## config.mk

```make
export PLATFORM = sky130hd
export DESIGN_NAME = snip_reply_field_parser_flat
export DESIGN_NICKNAME = d
export VERILOG_FILES = /design/src/design/snip_pkg.sv /design/src/design/snip_if.sv /design/src/design/snip_field_track.sv /design/src/design/snip_reply_field_parser.sv /design/src/flat_wrapper.sv
export SDC_FILE = /design/constraint.sdc
export NUM_CORES = 1
export LEC_CHECK = 0
export ABC_AREA = 1
export BUFFER_PORTS_ARGS = -buffer_cell sky130_fd_sc_hd__buf_4
export CORE_MARGIN = 2
export CORE_UTILIZATION = 57
export CTS_BUF_LIST = sky130_fd_sc_hd__clkbuf_2
export DETAILED_ROUTE_END_ITERATION = 16
export GPL_ROUTABILITY_DRIVEN = 0
export PLACE_DENSITY = 0.83
export SYNTH_ARGS = -nofsm -noshare
export SYNTH_HDL_FRONTEND = slang
export SYNTH_SLANG_ARGS = --single-unit
```

## constraint.sdc

```tcl
create_clock -name i_clk -period 2.7 [get_ports i_clk]
set_input_delay 0.54 -clock i_clk [delete_from_list [all_inputs] [get_ports i_clk]]
set_output_delay 0.54 -clock i_clk [all_outputs]
set_load 0.1 [all_outputs]
```

## src/design/snip_pkg.sv

```systemverilog
// ----------------------------------------------------------------------------
// snip_pkg: shared types and constants for the node-information reply parser
// Field codes, status codes, message layout limits and the result record.
// ----------------------------------------------------------------------------
package snip_pkg;

    localparam int MAX_PAYLOAD = 253;
    localparam int POS_W       = 10;

    localparam logic [POS_W-1:0] POS_SAT       = {POS_W{1'b1}};
    localparam logic [POS_W-1:0] POS_LIMIT     = POS_W'(MAX_PAYLOAD);
    localparam logic [11:0]      REPLY_TYPE    = 12'hA08;
    localparam logic [2:0]       REQ_TERMS     = 3'd6;
    localparam logic [2:0]       TERMS_SAT     = 3'd7;
    localparam logic [2:0]       TERMS_FIXED   = 3'd4;
    localparam logic [2:0]       TERMS_USER    = 3'd5;
    localparam logic [7:0]       NULL_BYTE     = 8'h00;
    localparam logic [7:0]       CHARS_SAT     = 8'hFF;
    localparam logic [7:0]       LIMIT_RESET   = 8'd64;

    typedef enum logic [3:0] {
        FLD_MFG_VER  = 4'd0,
        FLD_NAME     = 4'd1,
        FLD_MODEL    = 4'd2,
        FLD_HW_VER   = 4'd3,
        FLD_SW_VER   = 4'd4,
        FLD_USER_VER = 4'd5,
        FLD_USER_NAM = 4'd6,
        FLD_DESCR    = 4'd7,
        FLD_BEYOND   = 4'd8
    } t_field;

    typedef enum logic [1:0] {
        ST_OK         = 2'd0,
        ST_TOO_LONG   = 2'd1,
        ST_WRONG_TYPE = 2'd2,
        ST_BAD_TERMS  = 2'd3
    } t_status;

    typedef struct packed {
        t_field      field_index;
        logic [7:0]  field_byte;
        logic        is_terminator;
        logic        keep;
        logic        end_of_message;
        t_status     check_status;
    } t_result;

endpackage

```

## src/design/snip_if.sv

```systemverilog
// ----------------------------------------------------------------------------
// snip_if: valid/ready channels of the reply parser
// Byte channel into the parser and labelled-result channel out of it.
// ----------------------------------------------------------------------------
interface snip_byte_if;
    logic        valid;
    logic        ready;
    logic [7:0]  data_byte;
    logic [11:0] message_type;
    logic        last_byte;

    modport source (output valid, data_byte, message_type, last_byte, input ready);
    modport sink   (input valid, data_byte, message_type, last_byte, output ready);
endinterface

interface snip_result_if;
    logic       valid;
    logic       ready;
    logic [3:0] field_index;
    logic [7:0] field_byte;
    logic       is_terminator;
    logic       keep;
    logic       end_of_message;
    logic [1:0] check_status;

    modport source (output valid, field_index, field_byte, is_terminator, keep,
                    end_of_message, check_status, input ready);
    modport sink   (input valid, field_index, field_byte, is_terminator, keep,
                    end_of_message, check_status, output ready);
endinterface

```

## src/design/snip_field_track.sv

```systemverilog
// ----------------------------------------------------------------------------
// snip_field_track: per-message position state and byte labelling
// Labels the presented byte from the current position state and advances
// the state on each transfer, and clears it after the last byte of a reply.
// ----------------------------------------------------------------------------
module snip_field_track
    import snip_pkg::*;
(
    input  logic        i_clk,
    input  logic        i_rst_n,
    input  logic        i_accept,
    input  logic [7:0]  i_data_byte,
    input  logic [11:0] i_message_type,
    input  logic        i_last_byte,
    input  logic [7:0]  i_string_limit,
    output t_result     o_result
);

    logic [POS_W-1:0] r_pos,   n_pos;
    logic [2:0]       r_terms, n_terms;
    logic [7:0]       r_chars, n_chars;
    logic             r_type_ok, n_type_ok;
    logic             r_uver,    n_uver;

    logic   first;
    logic   is_null;
    logic   is_string;
    logic   counted;
    logic   type_ok;
    t_field field;
    logic   keep;

    assign first   = (r_pos == '0);
    assign is_null = (i_data_byte == NULL_BYTE);
    assign type_ok = first ? (i_message_type == REPLY_TYPE) : r_type_ok;

    always_comb begin
        field     = FLD_BEYOND;
        is_string = 1'b0;
        keep      = 1'b0;
        n_uver    = r_uver;
        if (first) begin
            field = FLD_MFG_VER;
            keep  = 1'b1;
        end else if (r_terms < TERMS_FIXED) begin
            field     = t_field'(4'd1 + {1'b0, r_terms});
            is_string = 1'b1;
        end else if (r_terms == TERMS_FIXED && !r_uver) begin
            field  = FLD_USER_VER;
            keep   = 1'b1;
            n_uver = 1'b1;
        end else if (r_terms == TERMS_FIXED) begin
            field     = FLD_USER_NAM;
            is_string = 1'b1;
        end else if (r_terms == TERMS_USER) begin
            field     = FLD_DESCR;
            is_string = 1'b1;
        end

        // version bytes are positional and never count as terminators
        counted = is_null && (is_string || field == FLD_BEYOND);
        n_chars = r_chars;
        if (is_string) begin
            if (is_null) begin
                keep    = (i_string_limit != 8'd0);
                n_chars = '0;
            end else begin
                // chars < limit - 1, which is false for a zero limit
                keep = ({1'b0, r_chars} + 9'd1) < {1'b0, i_string_limit};
                if (r_chars != CHARS_SAT) begin
                    n_chars = r_chars + 8'd1;
                end
            end
        end

        n_terms = r_terms;
        if (counted && r_terms != TERMS_SAT) begin
            n_terms = r_terms + 3'd1;
        end
        n_type_ok = type_ok;
        n_pos     = (r_pos != POS_SAT) ? r_pos + POS_W'(1) : r_pos;
    end

    always_comb begin
        o_result.field_index    = field;
        o_result.field_byte     = i_data_byte;
        o_result.is_terminator  = counted;
        o_result.keep           = keep;
        o_result.end_of_message = i_last_byte;
        o_result.check_status   = ST_OK;
        if (i_last_byte) begin
            if (r_pos >= POS_LIMIT) begin
                o_result.check_status = ST_TOO_LONG;
            end else if (!type_ok) begin
                o_result.check_status = ST_WRONG_TYPE;
            end else if (n_terms != REQ_TERMS) begin
                o_result.check_status = ST_BAD_TERMS;
            end
        end
    end

    always_ff @(posedge i_clk) begin
        if (!i_rst_n) begin
            r_pos     <= '0;
            r_terms   <= '0;
            r_chars   <= '0;
            r_type_ok <= 1'b0;
            r_uver    <= 1'b0;
        end else if (i_accept) begin
            if (i_last_byte) begin
                // drop all message state for the next reply
                r_pos     <= '0;
                r_terms   <= '0;
                r_chars   <= '0;
                r_type_ok <= 1'b0;
                r_uver    <= 1'b0;
            end else begin
                r_pos     <= n_pos;
                r_terms   <= n_terms;
                r_chars   <= n_chars;
                r_type_ok <= n_type_ok;
                r_uver    <= n_uver;
            end
        end
    end

endmodule

```

## src/design/snip_reply_field_parser.sv

```systemverilog
// ----------------------------------------------------------------------------
// snip_reply_field_parser: node-information reply field parser
// Labels each payload byte with its field and checks the reply at its end.
// ----------------------------------------------------------------------------
// Usage:
//   i_byte carries one payload byte per transfer with the message type and a
//   last-byte mark; o_result carries exactly one labelled result per byte,
//   in order. The status on the result of the last byte gives the verdict:
//   too long, wrong type or wrong terminator count, checked in that order.
//   i_cfg_we/i_cfg_wdata load the per-string buffer limit (reset value 64);
//   write it only while no reply is in flight.
// Latency and throughput:
//   A result appears in the cycle after its byte is transferred. One byte is
//   taken every cycle while o_result.ready stays high: the labelling is a few
//   compares on the position state, and the single result register is
//   refilled in the same cycle it is emptied.
// Reset and stall:
//   Synchronous reset clears the position state and the result valid flag
//   and restores the limit. While the receiver holds o_result.ready low, the
//   result is held and i_byte.ready drops, so no byte is lost.
// ----------------------------------------------------------------------------
module snip_reply_field_parser
    import snip_pkg::*;
(
    input  logic          i_clk,
    input  logic          i_rst_n,
    input  logic          i_cfg_we,
    input  logic [7:0]    i_cfg_wdata,
    snip_byte_if.sink     i_byte,
    snip_result_if.source o_result
);

    logic [7:0] r_limit;
    logic       r_valid;
    t_result    r_res;
    t_result    n_res;
    logic       accept;

    assign i_byte.ready = !r_valid || o_result.ready;
    assign accept       = i_byte.valid && i_byte.ready;

    snip_field_track u_track (
        .i_clk          (i_clk),
        .i_rst_n        (i_rst_n),
        .i_accept       (accept),
        .i_data_byte    (i_byte.data_byte),
        .i_message_type (i_byte.message_type),
        .i_last_byte    (i_byte.last_byte),
        .i_string_limit (r_limit),
        .o_result       (n_res)
    );

    always_ff @(posedge i_clk) begin
        if (!i_rst_n) begin
            r_limit <= LIMIT_RESET;
        end else if (i_cfg_we) begin
            r_limit <= i_cfg_wdata;
        end
    end

    always_ff @(posedge i_clk) begin
        if (!i_rst_n) begin
            r_valid <= 1'b0;
        end else if (accept) begin
            r_valid <= 1'b1;
        end else if (o_result.ready) begin
            r_valid <= 1'b0;
        end
    end

    // hold the payload until the receiver takes it
    always_ff @(posedge i_clk) begin
        if (accept) begin
            r_res <= n_res;
        end
    end

    assign o_result.valid          = r_valid;
    assign o_result.field_index    = r_res.field_index;
    assign o_result.field_byte     = r_res.field_byte;
    assign o_result.is_terminator  = r_res.is_terminator;
    assign o_result.keep           = r_res.keep;
    assign o_result.end_of_message = r_res.end_of_message;
    assign o_result.check_status   = r_res.check_status;

endmodule

```

## src/flat_wrapper.sv

```systemverilog
// flat-port wrapper written by rule: the top's interface ports become plain ports
module snip_reply_field_parser_flat import snip_pkg::*;
  (i_clk, i_rst_n, i_cfg_we, i_cfg_wdata, i_byte_valid, i_byte_data_byte, i_byte_message_type, i_byte_last_byte, i_byte_ready, o_result_valid, o_result_field_index, o_result_field_byte, o_result_is_terminator, o_result_keep, o_result_end_of_message, o_result_check_status, o_result_ready);
  snip_byte_if i_byte_i ();
  snip_result_if o_result_i ();
  input  logic i_clk;
  input  logic i_rst_n;
  input  logic i_cfg_we;
  input  logic [7:0] i_cfg_wdata;
  input wire logic [$bits(i_byte_i.valid)-1:0] i_byte_valid;
  input wire logic [$bits(i_byte_i.data_byte)-1:0] i_byte_data_byte;
  input wire logic [$bits(i_byte_i.message_type)-1:0] i_byte_message_type;
  input wire logic [$bits(i_byte_i.last_byte)-1:0] i_byte_last_byte;
  output wire logic [$bits(i_byte_i.ready)-1:0] i_byte_ready;
  output wire logic [$bits(o_result_i.valid)-1:0] o_result_valid;
  output wire logic [$bits(o_result_i.field_index)-1:0] o_result_field_index;
  output wire logic [$bits(o_result_i.field_byte)-1:0] o_result_field_byte;
  output wire logic [$bits(o_result_i.is_terminator)-1:0] o_result_is_terminator;
  output wire logic [$bits(o_result_i.keep)-1:0] o_result_keep;
  output wire logic [$bits(o_result_i.end_of_message)-1:0] o_result_end_of_message;
  output wire logic [$bits(o_result_i.check_status)-1:0] o_result_check_status;
  input wire logic [$bits(o_result_i.ready)-1:0] o_result_ready;
  assign i_byte_i.valid = i_byte_valid;
  assign i_byte_i.data_byte = i_byte_data_byte;
  assign i_byte_i.message_type = i_byte_message_type;
  assign i_byte_i.last_byte = i_byte_last_byte;
  assign i_byte_ready = i_byte_i.ready;
  assign o_result_valid = o_result_i.valid;
  assign o_result_field_index = o_result_i.field_index;
  assign o_result_field_byte = o_result_i.field_byte;
  assign o_result_is_terminator = o_result_i.is_terminator;
  assign o_result_keep = o_result_i.keep;
  assign o_result_end_of_message = o_result_i.end_of_message;
  assign o_result_check_status = o_result_i.check_status;
  assign o_result_i.ready = o_result_ready;
  snip_reply_field_parser u_core (.i_clk(i_clk), .i_rst_n(i_rst_n), .i_cfg_we(i_cfg_we), .i_cfg_wdata(i_cfg_wdata), .i_byte(i_byte_i), .o_result(o_result_i));
endmodule
```

==> flow_summary.json, run 1 <==
{
  "syn_inst": 311,
  "design.die.area_um2": 5060,
  "dr.pass1.iters": 4,
  "clk_latency_ns": 0.43,
  "total_leakage_power_uw": 0.00131,
  "postRouteAntennaNets": 0,
  "via_per_inst": 5.29,
  "core_area_um2": 4350,
  "wl_per_cell_um": 12.4,
  "fin_crit_sh": 0.849,
  "min_period_ns": 2.29,
  "clock.fmax_ghz": 0.436,
  "slew_headroom": 0.686,
  "cts_buffer_depth": 2,
  "port-buffer-count": 52,
  "worst_hold_slack_ns": 0.275,
  "area_delta_synth_final_pct": 19.1,
  "cts_max_level": 2,
  "cp_num_buf_inv": 1,
  "root_buffer": "clkbuf_2",
  "fin_nets": 418,
  "hold_violations": 0,
  "cp_data_arrival_time_ns": 2.51,
  "worstSetupEndpointType": "flop",
  "syn-num-nets": 361,
  "rsz0062_at_grt": "false",
  "finalSetupViolCount": 0,
  "grt_max_degree": 18,
  "ys_ff_latch": 49,
  "hp-class": "in -> reg",
  "ys_warn_count": 0,
  "tightest_slew_ns": 0.468,
  "clk_pin_slew_ns": 0.23,
  "crit_fanout": 5,
  "power.density_nw_per_um2": 452,
  "worstSetupPathType": "reg -> reg",
  "clock-sinks": 49,
  "post-dp-hpwl_um": 4010,
  "grt_pass1_vias": 2060,
  "first_iter_violations": 183,
  "cts_resized": 0,
  "post_cts_buffers": 0,
  "critPathTopFamily": "simple AND/OR/NAND/NOR gates",
  "max-cap-violations": 0,
  "die_w_um": 71.1,
  "synth_cell_types": 34,
  "max_stage_delay_ns": 0.46,
  "synth_top_cell_by_area": "dfxtp_1",
  "outcome": "completed",
  "cts_tree": "yes",
  "drive_gt1_frac": 0.211,
  "fillers": 347,
  "slowest_stage": "dfxtp_1",
  "grt_util_all_layers": 0.216,
  "cp.required_ns": 2.92,
  "avgSynthCellArea_um2": 8.26,
  "start_kind": "flop",
  "synth_area_um2": 2570,
  "routed_wl_um": 5220,
  "timing.setup.tns_ns": 0,
  "die_h_um": 71.1,
  "io_pins": 53,
  "antennaDiodeCount": 0,
  "yosysSeqAreaShare": 0.448,
  "placed_cells_incl_taps": 413,
  "slew_violations": 0,
  "synth_top_cell_area_share": 0.250,
  "crit_chain": "ha_1, nand3_1, nor2_2, nand2_1, xor2_1, inv_1, ha_1, nand2_1, nand3b_1, nor2_1, nand2_1, nand3_1, nand2_1, nand2_1, nand2_1",
  "rows": 24,
  "grt_pass1_wl_um": 8780,
  "ir_drop_mv": 0.255,
  "vias": 2227,
  "cp_common_cell": "nand2_1",
  "gr-total-overflow": 0,
  "final_core_util": 0.702,
  "layoutNonFillerInstCount": 421,
  "start_util": 0.590,
  "fin_skew_ns": 0.00971,
  "holdBufCountCts": 0,
  "remaining_drc_errors": 0,
  "netlist_top_cells_area": "dfxtp_1 25%, edfxtp_1 20%, ha_1 7.8%",
  "antenna_found_initial": 0,
  "cts_buffers": 5
}
[power breakdown]
group	switching [uW]	leakage [uW]	internal (uW)
registers	11.6	0.000425	793
clock network	229	0.0000240	55.6
logic	209	0.000861	82.2
total	450	0.00131	931
[cell usage after synthesis]
cell and number:
nor2_1 31, inv_2 2, edfxtp_1 17, xor2_1 6, inv_1 39, or2_1 1
nor2_2 4, nand3_2 2, o41ai_1 1, a21oi_1 31, o21ai_0 11, nand3b_1 2
nor3_1 6, o21ai_1 1, clkbuf_1 2, dfxtp_1 32, ha_1 16, nand2_1 45
o211ai_4 1, nand2_4 1, clkbuf_2 1, nand2_2 5, nand4_1 9, nor2_4 2
a311oi_1 1, o21a_1 3, o211ai_1 2, xnor2_1 1, o22ai_1 1, nand3_1 29
nand4_2 1, clkinv_1 1, nor4_1 3, a211oi_1 1
[placed cells by master, fill, tap and decap left out, types with 2 or more instances in the layout]
cell      count
xor2_1        6
nand3_2       2
nand2_2       5
nand3b_1      2
nand2_1      45
o211ai_1      2
o21ai_0      11
a21oi_1      31
o21a_1        3
nor2_2        4
clkbuf_2      5
nor4_1        3
nor2_4        2
inv_2         2
nand4_1       9
nor3_1        6
inv_1        39
edfxtp_1     17
buf_4        53
clkinv_1      3
nand3_1      29
ha_1         16
dfxtp_1      31
nor2_1       31
[state kept, by name, summed over array words and instances, names as in the netlist, 2 cells and up]
| name | cells |
|---|---|
| u_core.o_result.field_byte | 8 |
| u_core.u_track.r_terms | 3 |
| u_core.o_result.field_index | 4 |
| u_core.u_track.r_pos | 10 |
| u_core.o_result.check_status | 2 |
| u_core.r_limit | 8 |
| u_core.u_track.r_chars | 8 |
[stage by stage]
| step | area (um^2) | setup WS, ns | total power (uW) |
|---|---|---|---|
| final | 3060 | 0.407 | 1380 |
| after global routing | 3060 | 0.201 | 1430 |
| after global placement | 3020 | 0.485 | 1100 |
| after CTS | 3060 | 0.389 | 1390 |
| after detailed placement | 3020 | 0.414 | 1110 |
| after floorplan | 2570 | 0.366 | 1020 |
[path summary, 6_finish.rpt]
kind | from | end | slack, ns | depth (start not counted)
setup reg to reg | u_core.u_track.r_chars[0] | u_core.o_result.keep | 0.41 | 15
hold reg to reg | u_core.u_track.r_type_ok | u_core.u_track.r_type_ok | 0.48 | 2
setup / recovery | u_core.u_track.r_chars[0] | u_core.o_result.keep | 0.41 | 15
hold / removal | i_byte_data_byte[3] | u_core.o_result.field_byte[3] | 0.27 | 1
[layer usage]
metal / vias to the layer above / global-route usage / routed length, um
met5: - / 0 / 0
met4: 0 / 0.0650 / 44
met3: 4 / 0.0513 / 263
met2: 57 / 0.363 / 2460
met1: 996 / 0.278 / 2450
li1: 1170 / - / -
[area by class of cell]
cell class / count / area [um^2] / share of cell area
clock buffers: 5 / 25.0 / 0.00819
repair buffers: 53 / 398 / 0.130
well taps: 52 / 65.1 / 0.0213
inverters: 42 / 158 / 0.0516
clock inverters: 3 / 12.5 / 0.00409
flip-flops and latches: 49 / 1150 / 0.377
multi-input cells: 217 / 1250 / 0.408
[cells by family (layout without fill, tap and decap cells)]
group | after synthesis | count (layout) | share of synthesized area
compound gates | 53 | 53 | 0.119
xor+xnor | 7 | 7 | 0.0239
fa+ha+maj | 16 | 16 | 0.0780
buf+inv | 45 | 103 | 0.0663
flops | 49 | 49 | 0.448
simple gates | 141 | 141 | 0.265
(Power assumes the default switching activity.)
==> inputs of run 2 (changes only) <==
==> constraint.sdc (replaced) <==
create_clock -name i_clk -period 2.2 [get_ports i_clk]
set_input_delay 0.44 -clock i_clk [delete_from_list [all_inputs] [get_ports i_clk]]
set_output_delay 0.44 -clock i_clk [all_outputs]
set_load 0.1 [all_outputs]
==> run 2 against run 1 <==
  * First-iteration DRC count rose by 6.6%
  * Power is 42% higher
  * Highest routed layer unchanged
  * Sequential share of layout area is 2.1 points lower
==> flow_summary.json, run 2 (synthesis results as in run 1) <==
{
  "postRouteAntennaNets": 0,
  "io_pins": 53,
  "antennaDiodeCount": 0,
  "cp_data_arrival_time_ns": 2.38,
  "cp_common_cell": "nand2_1",
  "max-cap-violations": 0,
  "fin_skew_ns": 0.0165,
  "clock-sinks": 49,
  "outcome": "completed",
  "rows": 24,
  "power.density_nw_per_um2": 604,
  "cts_buffers": 5,
  "die_h_um": 71.1,
  "first_iter_violations": 195,
  "crit_fanout": 2,
  "fillers": 310,
  "antenna_found_initial": 0,
  "post-dp-hpwl_um": 4110,
  "wl_per_cell_um": 13.1,
  "total_leakage_power_uw": 0.00139,
  "dr.pass1.iters": 4,
  "cp_num_buf_inv": 1,
  "largest_register_ffs": 10,
  "fin_nets": 426,
  "top_register": "u_core.u_track.r_pos",
  "slowest_stage": "dfxtp_2",
  "min_period_ns": 2.16,
  "worstSetupPathType": "reg -> reg",
  "final_core_util": 0.747,
  "start_util": 0.590,
  "cts_tree": "yes",
  "clock.fmax_ghz": 0.463,
  "holdBufCountCts": 0,
  "root_buffer": "clkbuf_2",
  "clk_latency_ns": 0.42,
  "layout.cells.most_common": "buf_4",
  "tightest_slew_ns": 0.511,
  "power.total_uw": 1960,
  "remaining_drc_errors": 0,
  "drive_gt1_frac": 0.263,
  "cp.required_ns": 2.42,
  "critPathTopFamily": "simple AND/OR/NAND/NOR gates",
  "hold_violations": 0,
  "max_stage_delay_ns": 0.41,
  "rsz0062_at_grt": "true",
  "slew_headroom": 0.657,
  "design.die.area_um2": 5060,
  "multi_input_area_um2": 1320,
  "gr-total-overflow": 0,
  "layout_common_cells": "60 x buf_4, 43 x nand2_1, 39 x inv_1",
  "area_delta_synth_final_pct": 26.7,
  "vias": 2340,
  "grt_util_all_layers": 0.221,
  "grt_max_degree": 18,
  "clk_pin_slew_ns": 0.25,
  "die_w_um": 71.1,
  "slew_violations": 0,
  "finalSetupViolCount": 0,
  "regArea_um2": 1160,
  "routed_wl_um": 5620,
  "port-buffer-count": 52,
  "grt_pass1_wl_um": 8980,
  "start_kind": "flop",
  "via_per_inst": 5.45,
  "core_area_um2": 4350,
  "fin_crit_sh": 0.982,
  "cts_buffer_depth": 2,
  "hp-class": "in -> reg",
  "crit_chain": "ha_4, nand3_4, nor2_4, nand2_2, xor2_1, inv_1, ha_4, nand2_2, nand3b_1, nor2_1, nand2_1, nand3_1, nand2_1, nand2_1, nand2_1",
  "cts_max_level": 2,
  "worstSetupEndpointType": "flop",
  "ir_drop_mv": 0.312,
  "grt_pass1_vias": 2072
}
-- run 2: cell count changes in the layout (fill, tap and decap cells not counted), sizes merged --
| cell | previous run | this run |
|---|---|---|
| clkinv | 3 | 1 |
| buf | 53 | 61 |
| inv | 41 | 42 |
| bufinv | 0 | 2 |
| clkinvlp | 1 | 0 |
-- run 2: report_power, final --
group	switching [uW]	total (uW)	internal, uW
Clock	291	601	310
Sequential	14.2	988	973
Combinational	265	376	111
Total	570	1960	1390
-- run 2: repair_timing --
| item | CTS | global route |
|---|---|---|
| hold endpoints to repair | 0 | 0 |
| pin swaps | 0 | 11 |
| setup endpoints to repair | 1 | 1 |
| resized for setup | 2 | 14 |
| setup buffers | 1 | 1 |
-- run 2: worst paths after layout --
path | depth (start not counted) | endpoint | start | slack (ns)
setup / recovery | 15 | u_core.o_result.keep | u_core.u_track.r_chars[1] | 0.04
hold / removal | 1 | u_core.o_result.field_byte[6] | i_byte_data_byte[6] | 0.18
setup reg to reg | 15 | u_core.o_result.keep | u_core.u_track.r_chars[1] | 0.04
hold reg to reg | 2 | u_core.u_track.r_pos[1] | u_core.u_track.r_pos[1] | 0.50
-- run 2: cell type report --
cell class,count,area share
clock buffers,5,0.00769
clock inverters,3,0.0212
inverters,42,0.0485
multi-input cells,217,0.405
flip-flops and latches,49,0.356
well taps,52,0.0200
repair buffers,61,0.142
-- run 2: per-stage QoR --
step,hold WS (ns),cell area (um^2),setup WS [ns],TNS [ns],cells
after global placement,0.448,3070,0.0801,0,419
after global routing,0.133,3250,-0.150,-0.150,429
final,0.180,3250,0.0405,0,429
after detailed placement,0.472,3070,-0.00924,-0.00924,419
after floorplan,0.442,2570,0.0867,0,311
after CTS,0.150,3170,0.00433,0,428
-- run 2: metal layers --
metal / global-route usage / routed length [um] / up-vias / share of wire
met5: 0 / 0 / - / 0
met4: 0.0922 / 77 / 0 / 0.014
met3: 0.0427 / 388 / 10 / 0.069
met2: 0.375 / 2750 / 78 / 0.49
met1: 0.277 / 2410 / 1065 / 0.43
li1: - / - / 1187 / -
